File: config.mk
export PLATFORM = sky130hd
export DESIGN_NAME = c_chunk_bracket_scanner
export DESIGN_NICKNAME = d
export VERILOG_FILES = /design/src/rtl/ccbs_pkg.sv /design/src/rtl/ccbs_step.sv /design/src/rtl/c_chunk_bracket_scanner.sv
export SDC_FILE = /design/constraint.sdc
export NUM_CORES = 1
export LEC_CHECK = 0
export ABC_AREA = 1
export ABC_CLOCK_PERIOD_IN_PS = 3200
export BUFFER_PORTS_ARGS = -buffer_cell sky130_fd_sc_hd__buf_2
export CAP_MARGIN = 20
export CORE_AREA = 8 8 93 95
export CTS_CLUSTER_DIAMETER = 200
export DETAILED_ROUTE_END_ITERATION = 16
export DIE_AREA = 0 0 101 103
export GPL_ROUTABILITY_DRIVEN = 0
export PLACE_DENSITY_LB_ADDON = 0.1
export SLEW_MARGIN = 20
export SYNTH_ARGS = -nofsm -noshare
export SYNTH_HDL_FRONTEND = slang
export SYNTH_SLANG_ARGS = --single-unit
File: constraint.sdc
create_clock -name clk -period 3.2 [get_ports clk]
set_clock_uncertainty 0.1 [all_clocks]
set_input_delay 0.32 -clock clk [delete_from_list [all_inputs] [get_ports clk]]
set_output_delay 0.32 -clock clk [all_outputs]
set_load 0.02 [all_outputs]
File: src/rtl/ccbs_pkg.sv
// ----------------------------------------------------------------------------
// ccbs_pkg
// Shared types and constants for the C chunk bracket scanner.
// ----------------------------------------------------------------------------
package ccbs_pkg;

    // Saturation bound of the internal bracket depth
    localparam int DEPTH_LIMIT = 127;
    // Signed width that holds +/- DEPTH_LIMIT
    localparam int DEPTH_W = $clog2(DEPTH_LIMIT + 1) + 1;
    // Reported depth bound and width
    localparam int OUT_LIMIT = 127;
    localparam int OUT_W = 8;
    // Width used for the output clamp compare
    localparam int CMP_W = ((DEPTH_W > OUT_W) ? DEPTH_W : OUT_W) + 1;

    // Item kinds
    localparam logic KIND_CHAR = 1'b0;
    localparam logic KIND_EOL  = 1'b1;

    // Character codes
    localparam logic [7:0] CH_STAR   = 8'h2A;
    localparam logic [7:0] CH_SLASH  = 8'h2F;
    localparam logic [7:0] CH_DQUOTE = 8'h22;
    localparam logic [7:0] CH_SQUOTE = 8'h27;
    localparam logic [7:0] CH_BSLASH = 8'h5C;
    localparam logic [7:0] CH_LBRACE = 8'h7B;
    localparam logic [7:0] CH_RBRACE = 8'h7D;
    localparam logic [7:0] CH_LPAREN = 8'h28;
    localparam logic [7:0] CH_RPAREN = 8'h29;
    localparam logic [7:0] CH_LBRACK = 8'h5B;
    localparam logic [7:0] CH_RBRACK = 8'h5D;
    localparam logic [7:0] CH_SPACE  = 8'h20;
    localparam logic [7:0] CH_TAB    = 8'h09;
    localparam logic [7:0] CH_LF     = 8'h0A;
    localparam logic [7:0] CH_VT     = 8'h0B;
    localparam logic [7:0] CH_FF     = 8'h0C;
    localparam logic [7:0] CH_CR     = 8'h0D;

    // Lexer modes
    typedef enum logic [2:0] {
        MODE_CODE  = 3'd0,
        MODE_STR   = 3'd1,
        MODE_CHR   = 3'd2,
        MODE_LINE  = 3'd3,
        MODE_BLOCK = 3'd4
    } lex_mode_t;

    // Scanner state
    typedef struct packed {
        logic signed [DEPTH_W-1:0] depth;
        lex_mode_t                 mode;
        logic                      slash;
        logic                      star;
        logic                      esc;
        logic                      seen;
    } scan_state_t;

    // One result item
    typedef struct packed {
        logic signed [OUT_W-1:0] nest_depth;
        logic                    inside_string;
        logic                    inside_char;
        logic                    inside_comment;
        logic                    chunk_end;
        logic                    chunk_nonblank;
    } scan_result_t;

endpackage

File: src/rtl/ccbs_step.sv
// ----------------------------------------------------------------------------
// ccbs_step
// Next-state and result logic for one scanner item.
// ----------------------------------------------------------------------------
module ccbs_step
    import ccbs_pkg::*;
(
    input  scan_state_t  cur,
    input  logic         kind,
    input  logic [7:0]   char_code,
    input  logic         final_line,
    output scan_state_t  nxt,
    output scan_result_t res
);

    logic                      is_blank;
    logic                      is_open;
    logic                      is_close;
    logic signed [DEPTH_W:0]   bumped;
    logic                      code_path;
    logic                      chunk_end;
    logic                      chunk_nonblank;
    logic signed [CMP_W-1:0]   depth_wide;

    // Character classes
    always_comb
    begin
        is_blank = 1'b0;
        is_open  = 1'b0;
        is_close = 1'b0;
        case (char_code) inside
            CH_SPACE, CH_TAB, CH_LF, CH_VT, CH_FF, CH_CR: is_blank = 1'b1;
            CH_LBRACE, CH_LPAREN, CH_LBRACK:              is_open  = 1'b1;
            CH_RBRACE, CH_RPAREN, CH_RBRACK:              is_close = 1'b1;
            default: ;
        endcase
    end

    // Saturating depth update
    always_comb
    begin
        bumped = {cur.depth[DEPTH_W-1], cur.depth};
        if (is_open)
            bumped = bumped + (DEPTH_W+1)'(1);
        else if (is_close)
            bumped = bumped - (DEPTH_W+1)'(1);
        if (bumped > (DEPTH_W+1)'(DEPTH_LIMIT))
            bumped = (DEPTH_W+1)'(DEPTH_LIMIT);
        else if (bumped < -(DEPTH_W+1)'(DEPTH_LIMIT))
            bumped = -(DEPTH_W+1)'(DEPTH_LIMIT);
    end

    // Mode machine
    always_comb
    begin
        nxt            = cur;
        code_path      = 1'b0;
        chunk_end      = 1'b0;
        chunk_nonblank = 1'b0;
        if (kind == KIND_CHAR)
        begin
            if (!is_blank)
                nxt.seen = 1'b1;
            unique case (cur.mode) inside
                MODE_LINE: ;
                MODE_BLOCK:
                begin
                    if (cur.star && char_code == CH_SLASH)
                    begin
                        nxt.mode = MODE_CODE;
                        nxt.star = 1'b0;
                    end
                    else
                        nxt.star = (char_code == CH_STAR);
                end
                MODE_STR, MODE_CHR:
                begin
                    if (cur.esc)
                        nxt.esc = 1'b0;
                    else if (char_code == CH_BSLASH)
                        nxt.esc = 1'b1;
                    else if ((cur.mode == MODE_STR && char_code == CH_DQUOTE) ||
                             (cur.mode == MODE_CHR && char_code == CH_SQUOTE))
                        nxt.mode = MODE_CODE;
                end
                default:
                begin
                    // Normal code, also unused mode codes
                    nxt.mode = MODE_CODE;
                    if (cur.slash)
                    begin
                        nxt.slash = 1'b0;
                        if (char_code == CH_SLASH)
                            nxt.mode = MODE_LINE;
                        else if (char_code == CH_STAR)
                        begin
                            nxt.mode = MODE_BLOCK;
                            nxt.star = 1'b0;
                        end
                        else
                            code_path = 1'b1;
                    end
                    else
                        code_path = 1'b1;
                end
            endcase
            if (code_path)
            begin
                if (char_code == CH_DQUOTE)
                    nxt.mode = MODE_STR;
                else if (char_code == CH_SQUOTE)
                    nxt.mode = MODE_CHR;
                else if (char_code == CH_SLASH)
                    nxt.slash = 1'b1;
                else
                    nxt.depth = bumped[DEPTH_W-1:0];
            end
        end
        else
        begin
            // Line end: literals and line comments close, lookahead clears
            if (cur.mode != MODE_BLOCK)
                nxt.mode = MODE_CODE;
            nxt.slash = 1'b0;
            nxt.star  = 1'b0;
            nxt.esc   = 1'b0;
            if (final_line || (cur.depth <= 0 && cur.mode != MODE_BLOCK))
            begin
                chunk_end      = 1'b1;
                chunk_nonblank = cur.seen;
                nxt.depth      = '0;
                nxt.seen       = 1'b0;
            end
        end
    end

    // Reported fields
    always_comb
    begin
        depth_wide = CMP_W'(nxt.depth);
        if (depth_wide > CMP_W'(OUT_LIMIT))
            depth_wide = CMP_W'(OUT_LIMIT);
        else if (depth_wide < -CMP_W'(OUT_LIMIT))
            depth_wide = -CMP_W'(OUT_LIMIT);
        res.nest_depth     = depth_wide[OUT_W-1:0];
        res.inside_string  = (nxt.mode == MODE_STR);
        res.inside_char    = (nxt.mode == MODE_CHR);
        res.inside_comment = (nxt.mode == MODE_BLOCK);
        res.chunk_end      = chunk_end;
        res.chunk_nonblank = chunk_nonblank;
    end

endmodule

File: src/rtl/c_chunk_bracket_scanner.sv
// ----------------------------------------------------------------------------
// c_chunk_bracket_scanner
// Bracket depth and chunk boundary scanner for a stream of C source bytes.
// ----------------------------------------------------------------------------
//  channel | dir | tdata                         | tuser | tlast
//  s_*     | in  | char_code                     | kind  | final_line
//  m_*     | out | depth, str, chr, cmt, nonblank| -     | chunk_end
//
//  One request per cycle while m_tready is high: the state update and result
//  are one combinational step from the state registers into the result register.
//  m_tvalid is set in the cycle after a request is accepted.
//  rst_n clears the scanner state and the result valid flag.
//  The result register holds under m_tready low; s_tready follows
//  m_tready whenever a result is waiting.
// ----------------------------------------------------------------------------
module c_chunk_bracket_scanner
    import ccbs_pkg::*;
(
    input  logic        clk,
    input  logic        rst_n,
    input  logic        s_tvalid,
    output logic        s_tready,
    input  logic [7:0]  s_tdata,   // [7:0] char_code
    input  logic        s_tuser,   // kind
    input  logic        s_tlast,   // final_line
    output logic        m_tvalid,
    input  logic        m_tready,
    output logic [15:0] m_tdata,   // [7:0] nest_depth, [8] inside_string,
                                   // [9] inside_char, [10] inside_comment,
                                   // [11] chunk_nonblank, [15:12] zero
    output logic        m_tlast    // chunk_end
);

    scan_state_t  state_reg;
    scan_state_t  state_next;
    scan_result_t res_reg;
    scan_result_t res_next;
    logic         valid_reg;
    logic         accept;

    assign s_tready = !valid_reg || m_tready;
    assign accept   = s_tvalid && s_tready;

    ccbs_step u_step (
        .cur        (state_reg),
        .kind       (s_tuser),
        .char_code  (s_tdata),
        .final_line (s_tlast),
        .nxt        (state_next),
        .res        (res_next)
    );

    // Scanner state and valid flag
    always_ff @(posedge clk or negedge rst_n)
    begin
        if (!rst_n)
        begin
            state_reg <= '{depth: '0, mode: MODE_CODE, slash: 1'b0,
                           star: 1'b0, esc: 1'b0, seen: 1'b0};
            valid_reg <= 1'b0;
        end
        else
        begin
            if (accept)
            begin
                state_reg <= state_next;
                valid_reg <= 1'b1;
            end
            else if (m_tready)
                valid_reg <= 1'b0;
        end
    end

    // Result payload
    always_ff @(posedge clk)
    begin
        if (accept)
            res_reg <= res_next;
    end

    assign m_tvalid = valid_reg;
    assign m_tdata  = {4'b0000, res_reg.chunk_nonblank, res_reg.inside_comment,
                       res_reg.inside_char, res_reg.inside_string,
                       res_reg.nest_depth};
    assign m_tlast  = res_reg.chunk_end;

    // A closed chunk reports zero depth
    a_chunk_zero: assert property (@(posedge clk) disable iff (!rst_n)
        (m_tvalid && m_tlast) |-> (res_reg.nest_depth == '0))
        else $error("chunk end with nonzero depth");

    // Nonblank only comes with a chunk end
    a_nonblank: assert property (@(posedge clk) disable iff (!rst_n)
        (m_tvalid && res_reg.chunk_nonblank) |-> res_reg.chunk_end)
        else $error("nonblank without chunk end");

    // At most one literal or comment mode
    a_modes: assert property (@(posedge clk) disable iff (!rst_n)
        m_tvalid |-> $onehot0({res_reg.inside_string, res_reg.inside_char,
                               res_reg.inside_comment}))
        else $error("several modes reported");

    // Slash lookahead only lives in code mode
    a_slash: assert property (@(posedge clk) disable iff (!rst_n)
        state_reg.slash |-> (state_reg.mode == MODE_CODE))
        else $error("slash pending outside code");

    // Depth stays within the limit
    a_depth: assert property (@(posedge clk) disable iff (!rst_n)
        (state_reg.depth <= DEPTH_W'(DEPTH_LIMIT)) &&
        (state_reg.depth >= -DEPTH_W'(DEPTH_LIMIT)))
        else $error("depth out of range");

endmodule
==> results of run 1 <==
## power groups by stage
stage / clock (mW) / combinational (mW) / sequential [mW]
final: 0.304 / 1.33 / 0.689
after global routing: 0.326 / 1.51 / 0.706
after CTS: 0.312 / 1.27 / 0.680
after detailed placement: 0 / 1.27 / 0.683
after global placement: 0 / 1.27 / 0.688
after floorplan: 0 / 0.913 / 0.686
## placed cells by master (no fill, tap or decap), drive strengths merged, types with 5 or more instances in the layout
cell,count
nand2,113
inv,47
nor2,41
buf,38
nand3,27
o21ai,27
a21oi,19
dfrtp,16
edfxtp,13
xor2,7
nand4,5
clkbuf,5
## layer usage
layer | share of wire [%] | wire (µm)
met1 | 49 | 3170
met2 | 45 | 2950
met3 | 4.6 | 297
met4 | 1.2 | 76
met5 | 0 | 0
## how the worst min path moves through the flow
stage | end
final | m_tvalid$_DFFE_PN0P_
after floorplan | m_tvalid$_DFFE_PN0P_
after global routing | m_tvalid$_DFFE_PN0P_
after detailed placement | state_reg[1]$_DFFE_PN0P_
after CTS | m_tvalid$_DFFE_PN0P_
after global placement | state_reg[1]$_DFFE_PN0P_
## kinds of logic (layout without fill, tap and decap cells)
logic type / count (synthesis) / in the layout / share of synthesized area (%)
DFF: 29 / 29 / 33.4
AOI/OAI and AO/OA: 60 / 60 / 14.8
xor gates and xnor gates: 8 / 8 / 2.96
and+or+nand+nor: 189 / 189 / 35.5
adders and majority gates: 4 / 4 / 2.11
buffers and inverters: 61 / 96 / 11.0
other: 1 / 4 / 0.158
## cell usage after synthesis (2+ instances only)
cell type | number | area share, %
a21oi_1 | 18 | 3.8
a22oi_2 | 2 | 1.1
a31oi_1 | 4 | 1.1
buf_2 | 2 | 0.42
buf_4 | 6 | 1.9
clkbuf_1 | 3 | 0.48
clkinv_1 | 2 | 0.32
dfrtp_1 | 16 | 17
edfxtp_1 | 13 | 16
ha_1 | 4 | 2.1
inv_1 | 38 | 6.0
inv_2 | 9 | 1.4
nand2_1 | 100 | 16
nand2_2 | 12 | 3.2
nand3_1 | 25 | 5.3
nand3_2 | 2 | 0.85
nand4_1 | 5 | 1.3
nor2_1 | 32 | 5.1
nor2_2 | 8 | 2.1
o21ai_0 | 24 | 5.1
o21ai_1 | 2 | 0.42
xor2_1 | 7 | 2.6
## final cells by class
| cell class | count | area [µm²] | area share (%) |
|---|---|---|---|
| clock buffer | 5 | 68.8 | 2.48 |
| clock inverter | 3 | 17.5 | 0.632 |
| inverter | 49 | 184 | 6.64 |
| multi-input combinational | 265 | 1350 | 48.8 |
| sequential | 29 | 798 | 28.8 |
| tap | 99 | 124 | 4.47 |
| timing repair buffer | 39 | 225 | 8.13 |
## repair_timing
action | CTS | global route
endpoints found under the hold margin | 16 | 0
hold buffers | 1 | 0
setup buffers | 0 | 1
resized for setup | 0 | 12
setup endpoints to repair | 0 | 7
## tightest hold or removal path, cell delays in order
cell and delay, ns:
buf_2 0.07, inv_1 0.03, nand2_1 0.08, nand2_1 0.06
## stage by stage
stage	hold WS [ns]	setup TNS [ns]	cell area (µm²)
after floorplan	-0.0756	0	2380
after global placement	0.183	0	2630
after detailed placement	0.188	0	2630
after CTS	0.216	0	2730
after global routing	0.260	-0.00193	2770
final	0.222	0	2770
==> reports/metrics.yaml, run 1 <==
run:
  max_cap_viol_count: 0
floorplanning:
  die_area_um2: 10400
  io_pins: 33
  die_x_um: 101
  floorplan.initialDensity_pct: 33.2
  rows: 31
  core_area_um2: 7140
  die_h_um: 103
yosys:
  synth_flop_cell: "dfrtp_1"
  syn_avg_cell_area_um2: 6.73
  yosys_warnings: 0
  ys_seq_area_share_pct: 33.4
  synth_cells: 352
  async_reset_ff_share_pct: 55.2
  ys_types: 40
  synth_edf_count: 13
  synth-seq-cells: 29
  synth_area_um2: 2370
detailed_routing:
  vias: 2285
  post_drt_via_cell_ratio: 4.67
  ant_nets: 0
  dr.pass1.iters: 5
  wirelength_um: 6490
  drc: 0
  drtIter0Drc: 129
  post_drt_wl_per_cell_um: 13.3
worst_setup_path:
  worstPathCellList: "nand3_1 > nor2_1 > nand3_1 > xor2_1 > nand2_1 > nand2_2 > nand2_2 > nand2_2 > inv_2 > nand2_1 > a22oi_2 > nand3_1 > nor2_1 > nand2_1 > nand2_1 > ha_4 > inv_1 > nand2_1"
  endpoint_kind: "flop"
  reg2reg_depth: 18
  crit_path_start_kind: "flop"
  crit_slowest_cell: "dfrtp_2"
  cp_num_buf_inv: 2
  cp.required_ns: 3.13
  cp_common_cell: "nand2_1"
  rr_endpoint: "m_tdata[0]$_SDFFCE_PP1P_"
  path_max_fanout: 8
  crit_family: "simple AND/OR/NAND/NOR gates"
  cp.depth: 18
  worstSetupStartpoint: "state_reg[9]$_DFFE_PN0P_"
  critPathMaxStageDelay_ns: 0.51
  rr_startpoint: "state_reg[9]$_DFFE_PN0P_"
  r2r_slack_ns: 0.27
  endpoint: "m_tdata[0]$_SDFFCE_PP1P_"
  crit_arrival_ns: 2.87
  worstSetupPathType: "reg2reg"
sta:
  finalSetupViolations: 0
  finalMaxSlewViolations: 0
  slew-limit-headroom_pct: 57.2
  period_share_pct: 91.7
  clock.fmax_mhz: 341
  tightest_slew_ns: 0.635
  fin_crit_ns: 2.93
  hold_viol_final: 0
  worst_slack_ns: 0.266
global_route:
  grtUsageMet3_pct: 2.16
  grt_antenna_before_repair: 0
  grt_remaining_overflow: 0
  grt-busiest-layer: "met2"
  grt_pass1_vias: 2094
  grt_pass1_wl_um: 10500
  use_met2_pct: 20.5
  grtUsageTotal_pct: 12.9
  grt_max_degree: 20
  use_met1_pct: 17.2
min_path:
  min_path_cells: 4
  min-delay-start: "m_tready"
  hp-class: "in2reg"
placed_design:
  dp_hpwl_um: 5020
  dp.cells: 479
  dp_slack_ns: 0.0856
  port_buffers: 28
pwr:
  p_int_mw: 1.18
  comb_power_share_pct: 57.3
  clkPwrFrac_pct: 13.1
  p_sw_mw: 1.14
  power.leakage_nw: 1.33
  powerDensity_nw_per_um2: 840
  vdd_ir_drop_max_uv: 188
  power_mw: 2.33
  switching_share_pct: 49.1
  p_seq_share_pct: 29.6
clock_network:
  clock_path_buffers: 2
  cts.root.buffer_cell: "clkbuf_8"
  clkLatencyLatePin_ns: 0.28
  htreeDepth: 2
  clk_pin_slew_ns: 0.06
  tritoncts: "yes"
  cts_sinks: 29
  cts_buffers: 5
final_layout:
  antenna_cells: 0
  area_growth_pct: 17.0
  layout.nets: 407
  largest_reg_flops: 15
  fin_cells: 489
  drive_gt1_share_pct: 24.6
  utilization_pct: 38.8
  fillers: 804
outcome:
  status: "complete, no violations"
Power figures use the tool's default switching activity.
==> run 2: changes to the inputs <==
--- a/config.mk
+++ b/config.mk
@@ -9,11 +9,14 @@
 export ABC_CLOCK_PERIOD_IN_PS = 3200
 export BUFFER_PORTS_ARGS = -buffer_cell sky130_fd_sc_hd__buf_2
 export CAP_MARGIN = 20
+export CELL_PAD_IN_SITES_DETAIL_PLACEMENT = 1
+export CELL_PAD_IN_SITES_GLOBAL_PLACEMENT = 1
 export CORE_AREA = 8 8 93 95
 export CTS_CLUSTER_DIAMETER = 200
 export DETAILED_ROUTE_END_ITERATION = 16
 export DIE_AREA = 0 0 101 103
 export GPL_ROUTABILITY_DRIVEN = 0
+export HOLD_SLACK_MARGIN = 0.06
 export PLACE_DENSITY_LB_ADDON = 0.1
 export SLEW_MARGIN = 20
 export SYNTH_ARGS = -nofsm -noshare
==> constraint.sdc (replaced) <==
create_clock -name clk -period 3.2 [get_ports clk]
set_clock_uncertainty 0.1 [all_clocks]
set_input_delay 0.32 -clock clk [delete_from_list [all_inputs] [get_ports clk]]
set_output_delay 0.32 -clock clk [all_outputs]
set_load 0.1 [all_outputs]
==> reports/metrics.yaml, run 2 (synthesis results as in run 1) <==
outcome:
  status: "complete, no violations"
sta:
  hold_ws_ns: 0.226  # +0.00359 ns
  clock.fmax_mhz: 340  # -0.35%
  tightest_slew_ns: 0.559  # -0.0763 ns
  slew-limit-headroom_pct: 62.6  # +5.4 points
  finalMaxSlewViolations: 0  # unchanged
  fin_crit_ns: 2.94  # +0.0102 ns
  hold_viol_final: 0  # unchanged
  finalSetupViolations: 0  # unchanged
  worst_slack_ns: 0.256  # -0.0102 ns
  period_share_pct: 92.0  # +0.32 points
floorplanning:
  io_pins: 33  # unchanged
  core_area_um2: 7140  # unchanged
  floorplan.initialDensity_pct: 33.2  # unchanged
  die_x_um: 101  # unchanged
  die_area_um2: 10400  # unchanged
  rows: 31  # unchanged
  die_h_um: 103  # unchanged
final_layout:
  layout.nets: 410  # +0.74%
  largest_reg_flops: 15  # unchanged
  drive_gt1_share_pct: 24.2  # -0.44 points
  fillers: 958  # +19%
  antenna_cells: 0  # unchanged
  fin_cells: 492  # +0.61%
  final_common_cell: "nand2_1"
  utilization_pct: 39.0  # +0.16 points
  layout_common_cells: "100 x nand2_1, 37 x inv_1, 31 x nor2_1"
  area_growth_pct: 17.5
worst_setup_path:
  crit_arrival_ns: 2.88  # about the same
  crit_path_start_kind: "flop"
  path_max_fanout: 9  # +1
  cp.required_ns: 3.13  # about the same
  endpoint_kind: "flop"
  worstSetupPathType: "reg2reg"
pwr:
  power.leakage_nw: 1.34  # +1.4%
  powerDensity_nw_per_um2: 967  # +15%
  power_mw: 2.69  # +16%
  vdd_ir_drop_max_uv: 384  # +100%
placed_design:
  port_buffers: 28  # unchanged
  dp_hpwl_um: 5590  # +11%
  dp_slack_ns: 0.0946  # +0.00895 ns
  dp.cells: 479  # unchanged
clock_network:
  tritoncts: "yes"
  cts_sinks: 29  # unchanged
  cts_buffers: 5  # unchanged
  clk_pin_slew_ns: 0.06  # about the same
  htreeDepth: 2  # unchanged
  cts.root.buffer_cell: "clkbuf_8"
  clock_path_buffers: 2  # unchanged
  clkLatencyLatePin_ns: 0.27  # about the same
detailed_routing:
  drc: 0  # unchanged
  wirelength_um: 6910  # +6.4%
  drtIter0Drc: 52  # -60%
  vias: 2330  # +2.0%
  post_drt_wl_per_cell_um: 14.0  # +5.7%
  post_drt_via_cell_ratio: 4.74  # +1.3%
  dr.pass1.iters: 4  # -1
  ant_nets: 0  # unchanged
min_path:
  hp-class: "in2reg"
global_route:
  grt_pass1_vias: 2476  # +18%
  grt_antenna_before_repair: 0  # unchanged
  grt_pass1_wl_um: 11700  # +12%
  grtUsageTotal_pct: 14.1  # +1.3 points
  grt_remaining_overflow: 0  # unchanged
  grt_max_degree: 24  # +20%
run:
  max_cap_viol_count: 0  # unchanged
[run 2: worst paths after layout]
kind / start / to / slack [ns] / cells after the start
worst max-delay path: state_reg[11]$_DFFE_PN0P_ / m_tdata[0]$_SDFFCE_PP1P_ / 0.26 / 18
worst min-delay path: m_tready / m_tvalid$_DFFE_PN0P_ / 0.23 / 4
worst max register to register: state_reg[11]$_DFFE_PN0P_ / m_tdata[0]$_SDFFCE_PP1P_ / 0.26 / 18
worst min register to register: state_reg[6]$_DFFE_PN0P_ / state_reg[6]$_DFFE_PN0P_ / 0.40 / 2
max in group asynchronous: rst_n / state_reg[7]$_DFFE_PN0P_ / 2.25 / 2
min in group asynchronous: rst_n / state_reg[11]$_DFFE_PN0P_ / 0.44 / 2
[run 2: cell type report]
class | instances | area [µm²] | share of cell area, %
well taps | 99 | 124 | 4.45
multi-input cells | 265 | 1340 | 48.2
inverters | 49 | 184 | 6.61
clock inverters | 2 | 8.76 | 0.315
repair buffers | 42 | 248 | 8.90
clock buffers | 6 | 82.6 | 2.97
flip-flops and latches | 29 | 795 | 28.6
[run 2: critical path, cell delays in order (launching register included)]
cell and delay (ns):
dfrtp_1 0.56, nand2_1 0.09, nor2_1 0.20, nand3_1 0.13, xor2_1 0.16, nand2_1 0.07, nand2_1 0.11, nand2_2 0.11
nand2_2 0.06, inv_2 0.09, nand2_1 0.07, a22oi_2 0.19, nand3_1 0.12, nor2_1 0.10, nand2_1 0.06, nand2_1 0.06
ha_1 0.30, inv_1 0.09, nand2_1 0.05
[run 2: power breakdown]
part | switching [mW] | internal [mW]
combinational | 1.25 | 0.477
sequential | 0.105 | 0.549
clock | 0.137 | 0.170
[run 2: timing repair]
action	in CTS	in global routing
buffers inserted	0	4
hold buffers	1	0
hold endpoints to repair	16	0
gates resized for setup	0	8
setup endpoints to repair	0	7
[run 2: metal layers]
| metal | vias to the layer above | GRT usage (%) | wire [µm] |
|---|---|---|---|
| li1 | 1205 | - | - |
| met1 | 1097 | 17.5 | 3260 |
| met2 | 24 | 25.4 | 3470 |
| met3 | 4 | 2.70 | 127 |
| met4 | 0 | 1.95 | 50 |
| met5 | - | 0 | 0 |
[run 2: stage by stage]
step	TNS, ns	area (µm²)
after floorplan	0	2380
after global placement	0	2630
after detailed placement	0	2630
after CTS	0	2740
after global routing	-0.00428	2780
final	0	2780
